File: config.mk
export PLATFORM = sky130hd
export DESIGN_NAME = rnmb_queue
export DESIGN_NICKNAME = d
export VERILOG_FILES = /design/src/sv/rnmb_pkg.sv /design/src/sv/rnmb_queue.sv
export VERILOG_INCLUDE_DIRS = /design/src /design/src/sv
export SDC_FILE = /design/constraint.sdc
export NUM_CORES = 1
export LEC_CHECK = 0
export BUFFER_PORTS_ARGS = -buffer_cell sky130_fd_sc_hd__buf_4
export CORE_AREA = 3 3 236 238
export CTS_BUF_LIST = sky130_fd_sc_hd__clkbuf_4 sky130_fd_sc_hd__clkbuf_8
export DETAILED_ROUTE_END_ITERATION = 12
export DIE_AREA = 0 0 239 241
export MAX_ROUTING_LAYER = met4
export PLACE_DENSITY = 0.93
export SLEW_MARGIN = 30
export SYNTH_ARGS = -nofsm -noshare
export SYNTH_HDL_FRONTEND = slang
export SYNTH_SLANG_ARGS = --single-unit
File: constraint.sdc
create_clock -name clk_i -period 15.8 [get_ports clk_i]
set_clock_uncertainty 0.2 [all_clocks]
set_input_delay 1.58 -clock clk_i [delete_from_list [all_inputs] [get_ports clk_i]]
set_output_delay 1.58 -clock clk_i [all_outputs]
set_load 0.01 [all_outputs]
File: src/sv/rgb_neighbour_mean_blur_defines.svh
// ----------------------------------------------------------------------------
// rgb neighbour mean blur assertion macros
// Concurrent assertion helpers, empty when SYNTHESIS is defined.
// ----------------------------------------------------------------------------
`ifndef RGB_NEIGHBOUR_MEAN_BLUR_DEFINES_SVH
`define RGB_NEIGHBOUR_MEAN_BLUR_DEFINES_SVH
`ifndef SYNTHESIS
`define RNMB_ASSERT(lbl, clk, rst_n, prop, msg) \
  lbl: assert property (@(posedge clk) disable iff (!rst_n) (prop)) else $error(msg);
`define RNMB_ASSERT_NEXT(lbl, clk, rst_n, ante, cons, msg) \
  lbl: assert property (@(posedge clk) disable iff (!rst_n) (ante) |=> (cons)) else $error(msg);
`else
`define RNMB_ASSERT(lbl, clk, rst_n, prop, msg)
`define RNMB_ASSERT_NEXT(lbl, clk, rst_n, ante, cons, msg)
`endif
`endif

File: src/sv/rnmb_pkg.sv
// ----------------------------------------------------------------------------
// rnmb_pkg
// Shared types and constants of the rgb neighbour mean blur.
// ----------------------------------------------------------------------------
package rnmb_pkg;

  localparam int FW_W       = 12;
  localparam int FH_W       = 16;
  localparam int CFG_IDX_W  = 1;
  localparam int CFG_DATA_W = 16;

  localparam logic [FW_W-1:0] FW_RESET = 12'd2048;
  localparam logic [FH_W-1:0] FH_RESET = 16'd1;

  localparam logic OP_PIXEL = 1'b0;
  localparam logic OP_DRAIN = 1'b1;

  localparam logic [CFG_IDX_W-1:0] CFG_FRAME_WIDTH  = 1'b0;
  localparam logic [CFG_IDX_W-1:0] CFG_FRAME_HEIGHT = 1'b1;

  localparam int QDEPTH = 4;
  localparam int QPTR_W = $clog2(QDEPTH);
  localparam int QCNT_W = $clog2(QDEPTH + 1);

  typedef struct packed {
    logic [7:0] red;
    logic [7:0] green;
    logic [7:0] blue;
  } pixel_t;

  typedef struct packed {
    pixel_t [8:0] win;
    logic         interior;
    logic         last;
  } job_t;

endpackage

File: src/sv/rnmb_queue.sv
// ----------------------------------------------------------------------------
// rnmb_queue
// Short job queue between the front and the back.
// ----------------------------------------------------------------------------
`include "rgb_neighbour_mean_blur_defines.svh"

module rnmb_queue (
  input  logic                          clk_i,
  input  logic                          rst_ni,
  input  logic                          push_i,
  input  rnmb_pkg::job_t                job_i,
  input  logic                          pop_i,
  output rnmb_pkg::job_t                job_o,
  output logic                          valid_o,
  output logic [rnmb_pkg::QCNT_W-1:0]   count_o
);

  rnmb_pkg::job_t                  slot_q [rnmb_pkg::QDEPTH];
  logic [rnmb_pkg::QPTR_W-1:0]     wr_ptr_q, rd_ptr_q;
  logic [rnmb_pkg::QCNT_W-1:0]     cnt_q;

  always_ff @(posedge clk_i or negedge rst_ni) begin
    if (!rst_ni) begin
      wr_ptr_q <= '0;
      rd_ptr_q <= '0;
      cnt_q    <= '0;
    end else begin
      if (push_i) begin
        wr_ptr_q <= wr_ptr_q + rnmb_pkg::QPTR_W'(1);
      end
      if (pop_i) begin
        rd_ptr_q <= rd_ptr_q + rnmb_pkg::QPTR_W'(1);
      end
      if (push_i && !pop_i) begin
        cnt_q <= cnt_q + rnmb_pkg::QCNT_W'(1);
      end else if (!push_i && pop_i) begin
        cnt_q <= cnt_q - rnmb_pkg::QCNT_W'(1);
      end
    end
  end

  always_ff @(posedge clk_i) begin
    if (push_i) begin
      slot_q[wr_ptr_q] <= job_i;
    end
  end

  assign job_o   = slot_q[rd_ptr_q];
  assign valid_o = cnt_q != '0;
  assign count_o = cnt_q;

  `RNMB_ASSERT(a_no_overflow, clk_i, rst_ni, !(push_i && (cnt_q == rnmb_pkg::QCNT_W'(rnmb_pkg::QDEPTH))), "push into full queue")
  `RNMB_ASSERT(a_no_underflow, clk_i, rst_ni, !(pop_i && (cnt_q == '0)), "pop from empty queue")
  `RNMB_ASSERT_NEXT(a_count_up, clk_i, rst_ni, push_i && !pop_i, cnt_q == ($past(cnt_q) + rnmb_pkg::QCNT_W'(1)), "queue count did not rise")

endmodule

==> qor.json <==
{
  "status": {
    "outcome": "completed"
  },
  "yosys": {
    "post_synth_num_cell_types": 19,
    "synth_top_family_by_area": "multiplexers",
    "synth-edff-count": 872,
    "synth_seq_cells": 879,
    "syn-cell-area_um2": 32100,
    "post_synth.cell_area_avg_um2": 27.4,
    "postSynth.asyncResetShare_pct": 0.796,
    "xor_xnor_share_of_the_synthesized_area_pct": 0.164,
    "mappedNetlistNets": 1400,
    "ys_dominant_reg_cell": "sky130_fd_sc_hd__edfxtp_1",
    "post_synthesis_sequential_area_ratio_pct": 82.2,
    "synth-compound-area-share_pct": 0.0156,
    "adder_cell_fraction_of_synth_area_pct": 0.258,
    "syn-instance-count": 1172,
    "yosys-mux-area-fraction_pct": 15.3,
    "yosysWarnings": 0,
    "synth-simple-area-share_pct": 0.133
  },
  "clock_tree": {
    "tritoncts": "yes",
    "cts.repair_timing.setup_buffer_count": 0,
    "cts-root-to-sink-buffers": 3,
    "tritoncts.num_buffers": 135,
    "cts.reportedPaths.clkPinSlew_ns": 0.06,
    "cts-resized-gates": 0,
    "cts_num_sinks": 879,
    "h_tree_levels": 4,
    "clk_latency_ns": 0.72,
    "cts-hold-fix-buffers": 0,
    "cts-root-buf": "sky130_fd_sc_hd__clkbuf_8"
  },
  "power": {
    "cellPowerDensity_nw_per_um2": 188,
    "p_total_mw": 7.22,
    "worst_ir_drop_vdd_mv": 0.123,
    "p_leak_nw": 13.1
  },
  "floorplan": {
    "fp.dieH_um": 241,
    "fp.dieW_um": 239,
    "fp.dieArea_um2": 57600,
    "boundaryPins": 444,
    "initial_cell_density_of_the_core_pct": 59.6,
    "floorplan.core_area_um2": 53800,
    "core.rowCount": 85
  },
  "routing": {
    "route.detailed.drc": 0,
    "routed_length_per_placed_instance_um": 27.6,
    "detail_route.vias_per_cell": 5.94,
    "drt_pass1_iterations": 5,
    "routed-via-count": 14900,
    "drt_iter0_markers": 1433,
    "wl_final_um": 69500,
    "antenna_violating_nets_post_route": 0
  },
  "global_route": {
    "first_global_vias": 16000,
    "grt_first_pass_wirelength_um": 102000,
    "number_of_antenna_violations_at_the_first_check_in_global_routing": 5,
    "groute.usage.overall_pct": 25.2,
    "maximum_number_of_pins_on_one_net_before_global_route_repair": 67,
    "globalRouteOverflowTotal": 0
  },
  "critical_path": {
    "worst_ep_required_time_ns": 14.02,
    "rr_startpoint": "wr_ptr_q[0]",
    "criticalPathCategory": "flop to output port",
    "cp-startpoint": "rd_ptr_q[0]",
    "arrival_ns": 4.01,
    "largest_driver_fanout_on_the_critical_path": 53,
    "worst_setup_path_start_kind": "flop",
    "crit_path_end_kind": "output port"
  },
  "timing": {
    "timing.final.crit_share_pct": 36.6,
    "layout_setup_ws_ns": 10.01,
    "fin_tns_setup_ns": 0,
    "max_freq_mhz": 173,
    "number_of_pins_with_negative_max_slew_slack_in_the_final_report": 0,
    "final.min_clock_period_ns": 5.79,
    "maxSlewHeadroom_pct": 37.5,
    "final-hold-violation-count": 0,
    "worst_slew_pin_slew_ns": 0.938,
    "rsz0062_at_grt": "false",
    "timing.final.setup_violations": 0
  },
  "cells_and_area": {
    "drive_gt1_share_pct": 48.5,
    "post-route-util_pct": 71.3,
    "layout_common_cells": "sky130_fd_sc_hd__edfxtp_1, sky130_fd_sc_hd__buf_4, sky130_fd_sc_hd__mux4_2",
    "final_nets": 1950,
    "mostFrequentLayoutCell": "sky130_fd_sc_hd__edfxtp_1",
    "area_growth_pct": 19.7
  },
  "min_path": {
    "hold_class": "flop to flop",
    "hold_path_startpoint": "wr_ptr_q[0]"
  },
  "placement": {
    "placement.io_buffers": 443,
    "preCtsSetupSlack_ns": 10.38,
    "post-dp-hpwl_um": 43100,
    "globalplace.congestion": 0.763
  },
  "run": {
    "drv_cap": 0
  }
}
## logic make-up after synthesis
logic type,after synthesis
flip-flops,879
multiplexers,219
buffers and inverters,53
AND/OR/NAND/NOR,8
XOR/XNOR,6
adder cells (fa/ha/maj),6
AO/OA/AOI/OAI,1
## layer usage
metal  GRT usage, %  part of all wire (%)
met5              -                     0
met4           8.96                   2.7
met3           8.57                   9.5
met2           41.2                    53
met1           29.6                    35
## area by class of cell
type | count | area, µm²
antenna | 5 | 12.5
clock inverter | 54 | 330
clock buffer | 174 | 2200
multi-input combinational | 240 | 5110
inverter | 4 | 15.0
fill | 2782 | 15400
sequential | 879 | 26400
tap | 696 | 871
timing repair buffer | 462 | 3480
## state kept, by name (all words and copies together) (netlist names)
signal    flops
count_o       3
slot_q      872
wr_ptr_q      2
rd_ptr_q      2
## critical path, cell delays in order (launching register included)
cell	delay (ns)
sky130_fd_sc_hd__dfrtp_4	0.92
sky130_fd_sc_hd__buf_4	0.81
sky130_fd_sc_hd__buf_6	0.65
sky130_fd_sc_hd__mux4_2	0.63
sky130_fd_sc_hd__buf_4	0.17
## final timing paths
check,depth (start not counted),slack (ns),endpoint
setup / recovery,4,10.01,job_o[93]
hold / removal,1,0.34,wr_ptr_q[0]
setup reg to reg,5,12.15,slot_q[2][145]
hold reg to reg,1,0.34,wr_ptr_q[0]
max in group asynchronous,1,14.79,rd_ptr_q[1]
min in group asynchronous,1,0.46,count_o[2]
## Yosys cell counts (2+ instances only)
cell type                    n  area, µm²
sky130_fd_sc_hd__buf_4       2       15.0
sky130_fd_sc_hd__edfxtp_1  872      26200
sky130_fd_sc_hd__buf_12     22        440
sky130_fd_sc_hd__dfrtp_1     7        175
sky130_fd_sc_hd__inv_1       4       15.0
sky130_fd_sc_hd__nand2_1     2       7.51
sky130_fd_sc_hd__clkbuf_1    2       7.51
sky130_fd_sc_hd__buf_2      22        110
sky130_fd_sc_hd__xor2_1      4       35.0
sky130_fd_sc_hd__mux4_2    218       4910
sky130_fd_sc_hd__ha_1        5       62.6
sky130_fd_sc_hd__and2_1      4       25.0
sky130_fd_sc_hd__xnor2_1     2       17.5
## through the flow
stage	area, µm²	hold slack [ns]	std cells
6_report	38400	0.341	2514
5_1_grt	38400	0.374	2514
4_1_cts	38400	0.339	2509
3_5_place_dp	35800	0.330	2281
3_3_place_gp	35800	0.306	2281
2_1_floorplan	32100	0.291	1172
## where the power goes
group	total (mW)	internal [mW]	leakage, nW	switching [mW]
Combinational	2.21	1.09	3.73	1.13
Clock	1.77	0.955	1.32	0.820
Sequential	3.23	3.06	8.09	0.172
Note: power is estimated with default switching activity, not from simulation.
