[src/sv/rgb_neighbour_mean_blur_defines.svh]
// ----------------------------------------------------------------------------
// rgb neighbour mean blur assertion macros
// Concurrent assertion helpers, empty when SYNTHESIS is defined.
// ----------------------------------------------------------------------------
`ifndef RGB_NEIGHBOUR_MEAN_BLUR_DEFINES_SVH
`define RGB_NEIGHBOUR_MEAN_BLUR_DEFINES_SVH
`ifndef SYNTHESIS
`define RNMB_ASSERT(lbl, clk, rst_n, prop, msg) \
  lbl: assert property (@(posedge clk) disable iff (!rst_n) (prop)) else $error(msg);
`define RNMB_ASSERT_NEXT(lbl, clk, rst_n, ante, cons, msg) \
  lbl: assert property (@(posedge clk) disable iff (!rst_n) (ante) |=> (cons)) else $error(msg);
`else
`define RNMB_ASSERT(lbl, clk, rst_n, prop, msg)
`define RNMB_ASSERT_NEXT(lbl, clk, rst_n, ante, cons, msg)
`endif
`endif

[src/sv/rnmb_pkg.sv]
// ----------------------------------------------------------------------------
// rnmb_pkg
// Shared types and constants of the rgb neighbour mean blur.
// ----------------------------------------------------------------------------
package rnmb_pkg;

  localparam int FW_W       = 12;
  localparam int FH_W       = 16;
  localparam int CFG_IDX_W  = 1;
  localparam int CFG_DATA_W = 16;

  localparam logic [FW_W-1:0] FW_RESET = 12'd2048;
  localparam logic [FH_W-1:0] FH_RESET = 16'd1;

  localparam logic OP_PIXEL = 1'b0;
  localparam logic OP_DRAIN = 1'b1;

  localparam logic [CFG_IDX_W-1:0] CFG_FRAME_WIDTH  = 1'b0;
  localparam logic [CFG_IDX_W-1:0] CFG_FRAME_HEIGHT = 1'b1;

  localparam int QDEPTH = 4;
  localparam int QPTR_W = $clog2(QDEPTH);
  localparam int QCNT_W = $clog2(QDEPTH + 1);

  typedef struct packed {
    logic [7:0] red;
    logic [7:0] green;
    logic [7:0] blue;
  } pixel_t;

  typedef struct packed {
    pixel_t [8:0] win;
    logic         interior;
    logic         last;
  } job_t;

endpackage

[src/sv/rnmb_if.sv]


interface rnmb_res_if;
  logic       valid;
  logic       ready;
  logic [7:0] red_out;
  logic [7:0] green_out;
  logic [7:0] blue_out;
  logic       frame_end;

  modport source (output valid, red_out, green_out, blue_out, frame_end, input ready);
  modport sink (input valid, red_out, green_out, blue_out, frame_end, output ready);
endinterface


[src/sv/rnmb_back.sv]
// ----------------------------------------------------------------------------
// rnmb_back
// Forms the neighbour mean or passes the border pixel, holds the result.
// ----------------------------------------------------------------------------
module rnmb_back (
  input  logic            clk_i,
  input  logic            rst_ni,
  input  rnmb_pkg::job_t  job_i,
  input  logic            job_valid_i,
  output logic            pop_o,
  rnmb_res_if.source      out_o
);

  logic       out_valid_q;
  logic [7:0] red_q, green_q, blue_q;
  logic       end_q;
  logic [7:0] sum_r, sum_g, sum_b;

  assign pop_o = job_valid_i && (!out_valid_q || out_o.ready);

  always_comb begin
    sum_r = '0;
    sum_g = '0;
    sum_b = '0;
    for (int k = 0; k < 9; k++) begin
      if (k != 4) begin
        sum_r = sum_r + 8'(job_i.win[k].red[7:3]);
        sum_g = sum_g + 8'(job_i.win[k].green[7:3]);
        sum_b = sum_b + 8'(job_i.win[k].blue[7:3]);
      end
    end
  end

  always_ff @(posedge clk_i or negedge rst_ni) begin
    if (!rst_ni) begin
      out_valid_q <= 1'b0;
    end else if (pop_o) begin
      out_valid_q <= 1'b1;
    end else if (out_o.ready) begin
      out_valid_q <= 1'b0;
    end
  end

  always_ff @(posedge clk_i) begin
    if (pop_o) begin
      red_q   <= job_i.interior ? sum_r : job_i.win[4].red;
      green_q <= job_i.interior ? sum_g : job_i.win[4].green;
      blue_q  <= job_i.interior ? sum_b : job_i.win[4].blue;
      end_q   <= job_i.last;
    end
  end

  assign out_o.valid     = out_valid_q;
  assign out_o.red_out   = red_q;
  assign out_o.green_out = green_q;
  assign out_o.blue_out  = blue_q;
  assign out_o.frame_end = end_q;

endmodule

[src/flat_wrapper.sv]
// flat-port wrapper written by rule: the top's interface ports become plain ports
module rnmb_back_flat 
  (clk_i, rst_ni, job_i, job_valid_i, pop_o, out_o_valid, out_o_red_out, out_o_green_out, out_o_blue_out, out_o_frame_end, out_o_ready);
  rnmb_res_if out_o_i ();
  input  logic clk_i;
  input  logic rst_ni;
  input  rnmb_pkg::job_t job_i;
  input  logic job_valid_i;
  output logic pop_o;
  output wire logic [$bits(out_o_i.valid)-1:0] out_o_valid;
  output wire logic [$bits(out_o_i.red_out)-1:0] out_o_red_out;
  output wire logic [$bits(out_o_i.green_out)-1:0] out_o_green_out;
  output wire logic [$bits(out_o_i.blue_out)-1:0] out_o_blue_out;
  output wire logic [$bits(out_o_i.frame_end)-1:0] out_o_frame_end;
  input wire logic [$bits(out_o_i.ready)-1:0] out_o_ready;
  assign out_o_valid = out_o_i.valid;
  assign out_o_red_out = out_o_i.red_out;
  assign out_o_green_out = out_o_i.green_out;
  assign out_o_blue_out = out_o_i.blue_out;
  assign out_o_frame_end = out_o_i.frame_end;
  assign out_o_i.ready = out_o_ready;
  rnmb_back u_core (.clk_i(clk_i), .rst_ni(rst_ni), .job_i(job_i), .job_valid_i(job_valid_i), .pop_o(pop_o), .out_o(out_o_i));
endmodule
[config.mk]
export PLATFORM = sky130hd
export DESIGN_NAME = rnmb_back_flat
export DESIGN_NICKNAME = d
export VERILOG_FILES = /design/src/sv/rgb_neighbour_mean_blur_defines.svh /design/src/sv/rnmb_pkg.sv /design/src/sv/rnmb_if.sv /design/src/sv/rnmb_back.sv /design/src/flat_wrapper.sv
export SDC_FILE = /design/constraint.sdc
export NUM_CORES = 1
export LEC_CHECK = 0
export BUFFER_PORTS_ARGS = -buffer_cell sky130_fd_sc_hd__buf_2
export CAP_MARGIN = 30
export CORE_MARGIN = 2
export CORE_UTILIZATION = 46
export CTS_BUF_LIST = sky130_fd_sc_hd__clkbuf_4
export DETAILED_ROUTE_END_ITERATION = 10
export GPL_TIMING_DRIVEN = 0
export PLACE_DENSITY = 0.84
export SLEW_MARGIN = 20
export SYNTH_ARGS = -nofsm -noshare
export SYNTH_HDL_FRONTEND = slang
export SYNTH_SLANG_ARGS = --single-unit
[constraint.sdc]
create_clock -name clk_i -period 1.66 [get_ports clk_i]
set_input_delay 0.332 -clock clk_i [delete_from_list [all_inputs] [get_ports clk_i]]
set_output_delay 0.332 -clock clk_i [all_outputs]
set_load 0.03 [all_outputs]
==> results of run 1 <==
[synth_stat cells, drive strengths merged (4+ instances only)]
master and instances:
xnor2 9, nor2 8, o21ai 11, mux2 15, ha 54, o21a 4
edfxtp 25, inv 121, a21oi 18, nor3 8, xor2 6, a21o 9
o211ai 6, nand2b 5, fa 72, a211oi 9
[final cells by class]
class,instances,area (sq um)
buffer,4,21.3
clock buffer,3,22.5
inverter,121,457
sequential,26,776
multi-input combinational,256,3550
timing repair buffer,187,1040
tap,111,139
fill,716,3070
clock inverter,1,30.0
[through the flow]
step | area [sq um] | cells | setup slack [ps]
2_1_floorplan | 4500 | 406 | -2600
3_3_place_gp | 5510 | 692 | -2860
3_5_place_dp | 5510 | 692 | -2970
4_1_cts | 5850 | 701 | -2570
5_1_grt | 6030 | 709 | -2720
6_report | 6030 | 709 | -2590
[layout by cell type (no fill, tap or decap), drive strengths merged]
cell	n
nor2	8
and2	2
nor3b	1
nand2b	5
dfrtp	1
o21a	4
fa	72
nand2	3
bufinv	1
clkbuf	4
xor2	6
xnor2	9
o31ai	2
a21o	9
buf	189
nand3	3
nand4b	1
nor3	8
a211oi	9
mux2	15
edfxtp	25
a21oi	18
ha	54
o2111ai	3
o211ai	6
o311ai	1
o21ai	11
nor2b	2
or4	3
dlygate4sd3	1
and2b	1
inv	121
[worst register-to-register path, stage by stage (launching register included)]
cell,delay [ps]
dfrtp_1,410
nand2b_1,130
and2_2,370
[flip-flops by register name, summed over array words and instances (netlist names)]
| register | flops |
|---|---|
| u_core.out_o.red_out | 8 |
| u_core.out_o.frame_end | 1 |
| u_core.out_o.green_out | 8 |
| u_core.out_o.valid | 1 |
| u_core.out_o.blue_out | 8 |
[path summary, 6_finish.rpt]
kind                                                  endpoint                            from  cells after the start  slack, ps
max in group asynchronous       u_core.out_o.valid$_DFFE_PN0P_                          rst_ni                      2       1290
min                           u_core.out_o.frame_end$_DFFE_PP_                        job_i[0]                      1        190
min reg2reg                     u_core.out_o.valid$_DFFE_PN0P_  u_core.out_o.valid$_DFFE_PN0P_                      2        590
min in group asynchronous       u_core.out_o.valid$_DFFE_PN0P_                          rst_ni                      2        290
max reg2reg                u_core.out_o.green_out[5]$_DFFE_PP_  u_core.out_o.valid$_DFFE_PN0P_                      2        450
max                        u_core.out_o.green_out[7]$_DFFE_PP_                       job_i[13]                     16      -2590
[routing by layer]
metal	up-vias	routed length, um	global-route usage, %
met5	-	11	0
met3	20	653	4.32
li1	1685	-	-
met2	125	5660	38.9
met1	1719	3950	23.5
met4	2	224	3.69
[power groups by stage]
stage          clock (mW)  combinational [mW]  sequential [mW]
3_5_place_dp            0                7.90             1.23
3_3_place_gp            0                7.57             1.24
6_report            0.437                9.09             1.23
4_1_cts             0.448                8.69             1.23
2_1_floorplan           0                5.76             1.70
5_1_grt             0.478                10.2             1.25
[what timing repair did]
item	4_1_cts	5_1_grt
endpoints found under the hold margin	1	0
endpoints found under the setup margin	25	24
cloned	1	0
pin swaps	33	27
buffers inserted	3	8
resized for setup	51	26
hold buffers	1	0
[cells by family after synthesis]
family                   synth area share, %
AO/OA/AOI/OAI                           9.48
AND/OR/NAND/NOR                         4.63
adder cells (fa/ha/maj)                 49.5
XOR/XNOR                                3.07
flip-flops                              18.1
buffers and inverters                   11.2
multiplexers                            3.95
==> results by group, run 1 <==
Outcome
  • Outcome: complete, but fails checks
  • Violated checks: negative setup slack

Timing
  • RSZ-0062 raised after global routing: true
  • Number of slew-limit violations in the final report: 0
  • Final period demand of the worst path: 4250 ps
  • Slew at the pin with the worst max-slew slack: 624 ps
  • Count of endpoints failing setup in the final report: 24
  • Worst Setup Slack, final: -2590 ps
  • Worst slew margin: 58.4%
  • Hold Slack: 186 ps
  • Final hold violation count: 0
  • Upper clock frequency limit: 0.235 GHz
  • Accumulated negative setup slack: -48,560 ps
  • Worst setup skew after layout: 11.2 ps
  • Final worst-path cycle share: 256%

Logic synthesis
  • Number of flops mapped to enable cells by yosys: 25
  • Yosys synthesis warning count: 0
  • Share of async-settable or async-resettable flops after synthesis: 3.85%
  • Sequential fraction of the synthesis area: 18.1%
  • Number of library cell types mapped by synthesis: 32
  • Cell types with the largest area share after synthesis: fa_1 (34%), edfxtp_1 (18%), ha_1 (16%), inv_1 (11%), mux2_2 (4.0%)
  • Netlist Area Pre-Place: 0.00427 sq mm
  • Synth Register Bits: 26
  • Syn_nets: 754
  • Proportion of netlist area held by the largest area contributor: 33.7%
  • Cell type contributing the most total cell area after synthesis: fa_1
  • Per-instance average area after synthesis: 10.5 sq um
  • Main synth FF type: edfxtp_1
  • Count of mapped cells out of synthesis: 406

Global route
  • Grt total ovfl: 0
  • Maximum number of pins on one net before global-route repair: 16
  • Total Routing Usage GR: 20.4%
  • Global-route wire length before repair: 16,500 um
  • Vias in the first global route: 3,838
  • Number of antenna violations at the first check in global routing: 1

Floorplan
  • Die Wd: 100 um
  • Std cell rows: 35
  • Starting density of the core: 46.9%
  • Die outline height: 100 um
  • I/O pin total: 249
  • Area of the die: 0.0101 sq mm
  • Core ar.: 0.00911 sq mm

Pwr
  • Internal cell power: 5.97 mW
  • Leakage Power: 3.02 nW
  • Overall Power: 10.8 mW
  • Peak supply drop: 1.07 mV
  • Power per standard cell area: 1780 mW/mm^2
  • Switching part of the total power: 44.5%
  • Sequential share of power: 11.4%
  • Power share of the clock group: 4.1%
  • Combinational group share of total power: 84.5%
  • Switching power total: 4.79 mW

Finish
  • Antenna diode instance count: 0
  • Total number of nets in the final design: 947
  • Proportion of layout cells with a drive suffix above 1: 48.0%
  • Final core area utilization: 66.3%
  • Layout-stage area growth over the synthesis result: 41.2%

Clocking
  • Number of H-tree branching levels: 1
  • Root buffer selected by CTS: clkbuf_4
  • TritonCTS clock tree: done
  • Clock edge transition at the registers on the reported setup and hold paths: 150 ps
  • Clock buffer depth: 2
  • Number of CTS-inserted buffers: 3
  • Clock tree sinks: 26
  • Latest clock arrival within the worst-skew pair: 320 ps

Setup path
  • Buffering stage count on the worst path with inverters included: 3
  • Biggest cell delay along the critical path: 530 ps
  • Launching element type of the critical path: input pin
  • Cell family contributing the most delay on the critical path: adder cells
  • CP max FO: 4
  • Req. time, crit path: 1850 ps
  • CP arrival: 4440 ps
  • Worst setup path category: in -> reg
  • Crit-path most repeated cell: fa_1
  • Critical Path Slowest Stage Cell: or4_1
  • Type of destination of the critical path: flop
  • Cell-by-cell listing of the critical path: buf_8, ha_4, fa_2, a21o_1, a21oi_2, xnor2_1, fa_1, inv_1, fa_1, fa_1, fa_1, inv_2, ha_4, o211ai_1, or4_1, nand3_1

Run
  • Max-cap check violation count: 0

Detailed routing
  • Initial DRC count: 106
  • Antenna viol nets, final: 0
  • First drt pass iteration count: 4
  • Total routed wirelength: 10,500 um
  • Total vias in the final route: 3,551
  • Via/cell ratio: 5.01
  • Post-route DRC violation count: 0
  • Wirelength per Cell: 14.8 um

Worst hold path
  • Class of the tightest hold or removal check: in -> reg

Place
  • Port bufs: 175
  • Total half-perimeter wirelength after legalization and detailed placement: 8510 um
  • Routability congestion estimate: 0.852
Note: power is estimated with default switching activity, not from simulation.
==> inputs of run 2 (changes only) <==
--- a/config.mk
+++ b/config.mk
@@ -8,11 +8,11 @@
 export BUFFER_PORTS_ARGS = -buffer_cell sky130_fd_sc_hd__buf_2
 export CAP_MARGIN = 30
 export CORE_MARGIN = 2
-export CORE_UTILIZATION = 46
+export CORE_UTILIZATION = 49
 export CTS_BUF_LIST = sky130_fd_sc_hd__clkbuf_4
 export DETAILED_ROUTE_END_ITERATION = 10
 export GPL_TIMING_DRIVEN = 0
-export PLACE_DENSITY = 0.84
+export PLACE_DENSITY = 0.88
 export SLEW_MARGIN = 20
 export SYNTH_ARGS = -nofsm -noshare
 export SYNTH_HDL_FRONTEND = slang
==> constraint.sdc (replaced) <==
create_clock -name clk_i -period 5.4 [get_ports clk_i]
set_input_delay 1.08 -clock clk_i [delete_from_list [all_inputs] [get_ports clk_i]]
set_output_delay 1.08 -clock clk_i [all_outputs]
set_load 0.03 [all_outputs]
==> run 2 against run 1 <==
The flow now finishes without violations. Utilization is 3.6 points lower. Combinational power is 75% lower. Worst setup slack better by 2700 ps. Clock power is 69% lower. Sequential power is 70% lower. Global-route usage is 0.92 points higher. Sequential share of layout area is 1.6 points higher. Sequential cell count stayed put. Wire length is 7.1% lower. Final area is 11% lower. Critical path type unchanged. Critical endpoint is now u_core.out_o.green_out[6]$_DFFE_PP_.
==> results by group, run 2 (synthesis gave the netlist of run 1 again) <==
Outcome
  • Outcome: finished clean

Global route
  • Number of antenna violations at the first check in global routing: 1
  • Grt total ovfl: 0
  • Vias in the first global route: 3,758
  • Total Routing Usage GR: 21.3%
  • Maximum number of pins on one net before global-route repair: 16
  • Global-route wire length before repair: 16,500 um

Pwr
  • Overall Power: 2.78 mW
  • Leakage Power: 2.89 nW
  • Switching power total: 1.32 mW
  • Switching part of the total power: 47.5%
  • Internal cell power: 1.46 mW
  • Combinational group share of total power: 81.7%
  • Power per standard cell area: 516 mW/mm^2
  • Power share of the clock group: 4.9%
  • Peak supply drop: 0.276 mV
  • Sequential share of power: 13.3%

Place
  • Total half-perimeter wirelength after legalization and detailed placement: 8850 um
  • Port bufs: 175
  • Worst Setup Slack post-DPL: -333 ps
  • Routability congestion estimate: 0.842
  • Placed Instance Area: 0.00530 sq mm

Setup path
  • CP arrival: 5340 ps
  • Req. time, crit path: 5500 ps
  • Crit-path most repeated cell: fa_1
  • Worst setup path category: in -> reg
  • Launching element type of the critical path: input pin
  • Cell-by-cell listing of the critical path: buf_2, ha_1, fa_1, a21o_1, a21oi_2, xnor2_1, fa_1, inv_1, fa_1, fa_1, fa_1, inv_1, ha_4, o211ai_1, o21ai_1, xor2_1, mux2_2
  • Critical Path Slowest Stage Cell: fa_1
  • Biggest cell delay along the critical path: 520 ps
  • CP max FO: 4
  • Type of destination of the critical path: flop

Timing
  • Worst setup skew after layout: 3.01 ps
  • Hold Slack: 487 ps
  • Count of endpoints failing setup in the final report: 0
  • Worst slew margin: 54.7%
  • Upper clock frequency limit: 0.191 GHz
  • Slew at the pin with the worst max-slew slack: 680 ps
  • Final period demand of the worst path: 5240 ps
  • RSZ-0062 raised after global routing: false
  • Number of slew-limit violations in the final report: 0
  • Worst Setup Slack, final: 159 ps
  • Final hold violation count: 0
  • Final worst-path cycle share: 97.1%

Finish
  • Proportion of layout cells with a drive suffix above 1: 35.0%
  • Multi-input gate area in the final layout: 0.00305 sq mm
  • Fill cells: 664
  • Antenna diode instance count: 0
  • Layout-stage area growth over the synthesis result: 26.0%
  • Total number of nets in the final design: 935
  • Final non-filler cell area: 0.00539 sq mm
  • Final core area utilization: 62.7%
  • Register area: 776 sq um
  • Most frequent standard cell in the layout excluding fill and tap cells: buf_2
  • Most used cells in the layout excluding fill and tap cells: buf_2 (177), inv_1 (120), fa_1 (72), ha_1 (52), edfxtp_1 (25)

Detailed routing
  • Antenna viol nets, final: 0
  • Via/cell ratio: 5.01
  • Wirelength per Cell: 14.1 um
  • Initial DRC count: 64
  • Total vias in the final route: 3,474
  • Post-route DRC violation count: 0
  • First drt pass iteration count: 4
  • Total routed wirelength: 9760 um

Floorplan
  • I/O pin total: 249
  • Die Wd: 97.4 um
  • Std cell rows: 34
  • Die outline height: 97.4 um
  • Starting density of the core: 49.7%
  • Core ar.: 0.00859 sq mm
  • Area of the die: 0.00949 sq mm

Clocking
  • Latest clock arrival within the worst-skew pair: 330 ps
  • Clock edge transition at the registers on the reported setup and hold paths: 150 ps
  • TritonCTS clock tree: done
  • Clock buffer depth: 2
  • Resize count post-CTS: 0
  • Number of H-tree branching levels: 1
  • Root buffer selected by CTS: clkbuf_4
  • Clock tree sinks: 26
  • Number of CTS-inserted buffers: 3
  • Post-CTS setup-driven buffer insertion count: 0
  • Number of buffers inserted for hold repair after clock tree synthesis: 0

Worst hold path
  • Class of the tightest hold or removal check: in -> async

Run
  • Max-cap check violation count: 0
[run 2: layout make-up]
class	count	share of cell area [%]
clock buffer	3	0.418
tap	108	2.51
multi-input combinational	255	56.7
buffer	4	0.395
timing repair buffer	176	16.5
sequential	26	14.4
clock inverter	1	0.558
inverter	121	8.48
[run 2: through the flow]
stage | std cells | setup TNS, ps
2_1_floorplan | 406 | 0
3_3_place_gp | 689 | -657
3_5_place_dp | 690 | -1450
4_1_cts | 694 | 0
5_1_grt | 694 | 0
6_report | 694 | 0
[run 2: worst paths after layout]
path	start	end	slack, ps	cells past startpoint
worst max-delay path	job_i[13]	u_core.out_o.green_out[6]$_DFFE_PP_	160	17
worst min-delay path	rst_ni	u_core.out_o.valid$_DFFE_PN0P_	490	1
worst max register to register	u_core.out_o.valid$_DFFE_PN0P_	u_core.out_o.blue_out[3]$_DFFE_PP_	3830	3
worst min register to register	u_core.out_o.valid$_DFFE_PN0P_	u_core.out_o.valid$_DFFE_PN0P_	530	2
max in group asynchronous	rst_ni	u_core.out_o.valid$_DFFE_PN0P_	4830	1
min in group clk_i	u_core.out_o.valid$_DFFE_PN0P_	u_core.out_o.valid$_DFFE_PN0P_	530	2
[run 2: metal layers]
layer	up-vias	track usage, %	share of wire, %
met5	-	0	0.072
met4	2	4.06	1.9
met3	22	4.24	6.3
met2	122	41.0	54
met1	1666	24.5	37
li1	1662	-	-
[run 2: power groups by stage]
stage / sequential [mW] / clock [mW] / combinational, mW
final: 0.371 / 0.137 / 2.27
after global routing: 0.378 / 0.148 / 2.59
after CTS: 0.372 / 0.141 / 2.22
after detailed placement: 0.374 / 0 / 2.20
after global placement: 0.375 / 0 / 2.07
after floorplan: 0.521 / 0 / 1.52
[run 2: worst max-delay path, delay by kind of cell]
family | cells | cell delay, ps
AO/OA/AOI/OAI | 4 | 650
buffers and inverters | 3 | 230
multiplexers | 1 | 280
XOR/XNOR | 2 | 190
adder cells (fa/ha/maj) | 7 | 2910
